**src/rtl/core/crmp_ram.sv**
```systemverilog
// generic single-port-write ram with registered read
module crmp_ram #(
  parameter int Width = 16,
  parameter int Depth = 16,
  parameter int AddrW = $clog2(Depth)
) (
  input  logic             clk,
  input  logic             we,
  input  logic [AddrW-1:0] waddr,
  input  logic [Width-1:0] wdata,
  input  logic [AddrW-1:0] raddr,
  output logic [Width-1:0] rdata
);
  logic [Width-1:0] mem [Depth];
  always_ff @(posedge clk) begin
    if (we) mem[waddr] <= wdata;
    rdata <= mem[raddr];
  end
endmodule
```
**config.mk**
```make
export PLATFORM = sky130hd
export DESIGN_NAME = crmp_ram
export DESIGN_NICKNAME = d
export VERILOG_FILES = /design/src/rtl/core/crmp_ram.sv
export SDC_FILE = /design/constraint.sdc
export NUM_CORES = 1
export LEC_CHECK = 0
export ABC_AREA = 1
export BUFFER_PORTS_ARGS = -buffer_cell sky130_fd_sc_hd__buf_2
export CAP_MARGIN = 10
export CORE_AREA = 2 2 197 102
export CTS_BUF_LIST = sky130_fd_sc_hd__clkbuf_16
export DETAILED_ROUTE_END_ITERATION = 16
export DIE_AREA = 0 0 199 104
export HOLD_SLACK_MARGIN = 0.1
export PLACE_DENSITY_LB_ADDON = 0.2
export RECOVER_POWER = 50
export SYNTH_ARGS = -nofsm -noshare
export SYNTH_HDL_FRONTEND = slang
export SYNTH_SLANG_ARGS = --single-unit
export TNS_END_PERCENT = 50
```
**constraint.sdc**
```tcl
create_clock -name clk -period 1.7 [get_ports clk]
set_input_delay 0.085 -clock clk [delete_from_list [all_inputs] [get_ports clk]]
set_output_delay 0.085 -clock clk [all_outputs]
set_load 0.02 [all_outputs]
```
==> implementation parameters <==
Parameter                              Value

Status
  Run status    finished clean

Power and ir drop
  Power density of the placed cells    1060 mW/mm2
  Maximum VDD drop    0.00103 V
  Total power    13.8 mW
  Leakage component of the power    5.57 nW

Setup path
  Delay contributed by the slowest stage of the critical path    500 ps
  Crit path capture    rdata[0]
  Stages on worst setup path    1
  Worst R2R Setup Slack    660 ps
  Critical path buffer and inverter count    1
  FF-to-FF Start    mem[7][12]$_DFFE_PP_
  Required arrival time at the worst endpoint    1620 ps
  R2R Path End    rdata[12]$_DFF_P_
  Family with the most delay on the worst path    flip-flops
  Crit start category    register
  Worst-path fanout max    1
  First element of the critical path    rdata[0]$_DFF_P_
  Cells traversed along the worst timing path    buf_2
  Reg2Reg Depth    6
  Slowest-stage cell, CP    dfxtp_1
  Crit path kind    register to output port
  Endpoint type of the worst setup path    output port
  Data arrival time of the critical path    1250 ps

Layout
  Fill cell instance count of the final layout    1451
  Share of final-layout standard cells stronger than drive strength 1    8.51%
  Final Util    67.9%
  Multi-input gate area    0.00235 mm2
  Count of inserted antenna diode cells    0
  Number of cells in the finished layout apart from fillers    1429
  Area occupied by registers    0.00801 mm2
  Area of all placed cells without fillers    0.0129 mm2
  Synth-to-Final Area Change    13.7%
  Net total in the final layout    1171

Drt
  Count of TritonRoute iterations in the first routing pass    5
  Aggregate routed wire length    27500 um
  Total DRC errors in the routed layout    0
  Average wire per cell in the routed design    19.2 um
  Count of antenna-violating nets left after detailed routing    0
  DR vias    7546
  Mean number of vias per cell    5.28
  DRC violation total after the first TritonRoute iteration    877

Place
  HPWL after detailed placement    15700 um
  Routability congestion estimate    0.834
  Placement Cell Area    0.0121 mm2
  IO buf count    41
  Placed Instances    1367
  Worst slack at placement    426 ps

Timing
  Max Clock Freq    748 MHz
  PnR worst setup slack    364 ps
  Crit share post-route    78.6%
  Relative slew slack    43.7%
  Final hold vios    0
  Final worst clock skew    11.1 ps
  Worst hold-check slack    167 ps
  Slew Viols, Final    0
  Final setup TNS    0 ps
  Final setup viols    0
  Post-layout minimum cycle time    1340 ps
  Transition time at the pin with the least slew margin    844 ps
  Setup repair after global routing missed its margin    false

Clock network
  Total clock buffers created by CTS    24
  Clock slew at the register clock pins of the worst setup and hold paths    60 ps
  Total setup buffers inserted after CTS    0
  Root Buffer Master    clkbuf_16
  CTS tree    built
  Number of buffers added to fix hold violations after cts    18
  Post-cts repair resize count    0
  Number of sinks driven by the clock tree    272
  Clock latency reported for the late side of the worst-skew pair    530 ps
  H-tree level count    1
  Clock Tree Buf Depth    3

Global route
  Number of antenna violations at the first check in global routing    2
  Wire length of the first global-routing pass    42000 um
  M2 GR Usage    39.4%
  Maximum number of pins on one net before global-route repair    68
  Global route overflow    0
  Met1 usage in global routing    43.5%
  Vias in the first global route    7031
  Met3 layer usage reported by global route    6.29%
  Busiest layer in global routing    met1
  Global routing usage summed across all routing layers    27.5%

Synth
  Synthesized instance count    1074
  Synth area leader    edfxtp_1
  EDFF count, synth    256
  Largest cells by area after synthesis    edfxtp_1 68%, nand2_1 11%, nand3_1 8.5%
  Netlist area before placement    0.0114 mm2
  Fraction of registers with async set or reset after synthesis    0%
  Leading cell type by number of instances after synthesis    nand2_1
  Average size of a mapped cell    10.6 um2
  Yosys warning total    0
  Most frequently used flop master after synthesis    edfxtp_1
  Post-Syn Nets    1100
  Synth cell count leaders    341 x nand2_1, 256 x edfxtp_1, 196 x inv_1
  Number of register bits inferred by synthesis    272
  Portion of synthesized cell area occupied by the leading cell type    67.5%
  Netlist cell types    13
  Share of synthesized area occupied by flip-flops and latches    70.4%

Floorplan
  # IOs    42
  DIE AREA    0.0207 mm2
  Core region area    0.0191 mm2
  Num rows    36
  Die Width    199 um
  Height of the chip    104 um
  Initial Util    59.7%

Run
  Maximum Capacitance Violations    0

Hold path
  Hold Path Cell Cnt    3
  Class of the most critical hold timing path    primary input to register
[kinds of logic (layout without fill, tap and decap cells)]
logic type             Yosys count  in the layout  share of synthesized area, %
buffers and inverters          249            338                          9.21
flip-flops                     272            272                          70.4
AND/OR/NAND/NOR                553            553                          20.4
[metal layers]
| metal | part of all wire [%] | vias up |
|---|---|---|
| li1 | - | 3599 |
| met1 | 45 | 3548 |
| met2 | 43 | 370 |
| met3 | 10 | 27 |
| met4 | 1.1 | 2 |
| met5 | 0.058 | - |
[how the worst min path moves through the flow]
stage / startpoint / endpoint / slack, ps
after detailed placement: wdata[0] / mem[1][0]$_DFFE_PP_ / 490
after CTS: waddr[1] / mem[2][14]$_DFFE_PP_ / 130
after floorplan: wdata[0] / mem[0][0]$_DFFE_PP_ / 180
final: we / mem[2][14]$_DFFE_PP_ / 170
after global routing: we / mem[2][14]$_DFFE_PP_ / 160
after global placement: wdata[0] / mem[1][0]$_DFFE_PP_ / 480
[tightest hold or removal path: cells and delay by family]
family	cells	cell delay [ps]
and+or+nand+nor	2	300
buffers and inverters	1	120
[where the power goes]
part / leakage, nW / total, mW / switching [mW] / internal, mW
combinational: 2.72 / 0.982 / 0.686 / 0.296
sequential: 2.45 / 7.55 / 0.0538 / 7.49
clock: 0.402 / 5.23 / 2.29 / 2.94
total: 5.57 / 13.8 / 3.03 / 10.7
[sequential cells by signal, summed over array words and instances (netlist names)]
name / cells
mem: 256
rdata: 16
[cell usage in the layout (no fill, tap or decap)]
cell type	instances
buf_2	23
inv_2	1
inv_1	205
nand2_1	341
clkbuf_16	25
clkbuf_1	22
clkinv_2	3
bufinv_16	2
nand3b_1	2
clkinv_1	6
dfxtp_1	16
nand3_1	193
edfxtp_1	256
buf_4	23
nor2_1	5
dlygate4sd3_1	18
nor2_2	12
buf_12	10
[cell type report]
type / count / area share (%)
Clock buffer: 25 / 4.83
Timing Repair Buffer: 96 / 5.80
Tap cell: 266 / 2.57
Sequential cell: 272 / 61.9
Clock inverter: 19 / 0.976
Multi-Input combinational cell: 553 / 18.2
Inverter: 198 / 5.75
Power figures use the tool's default switching activity.
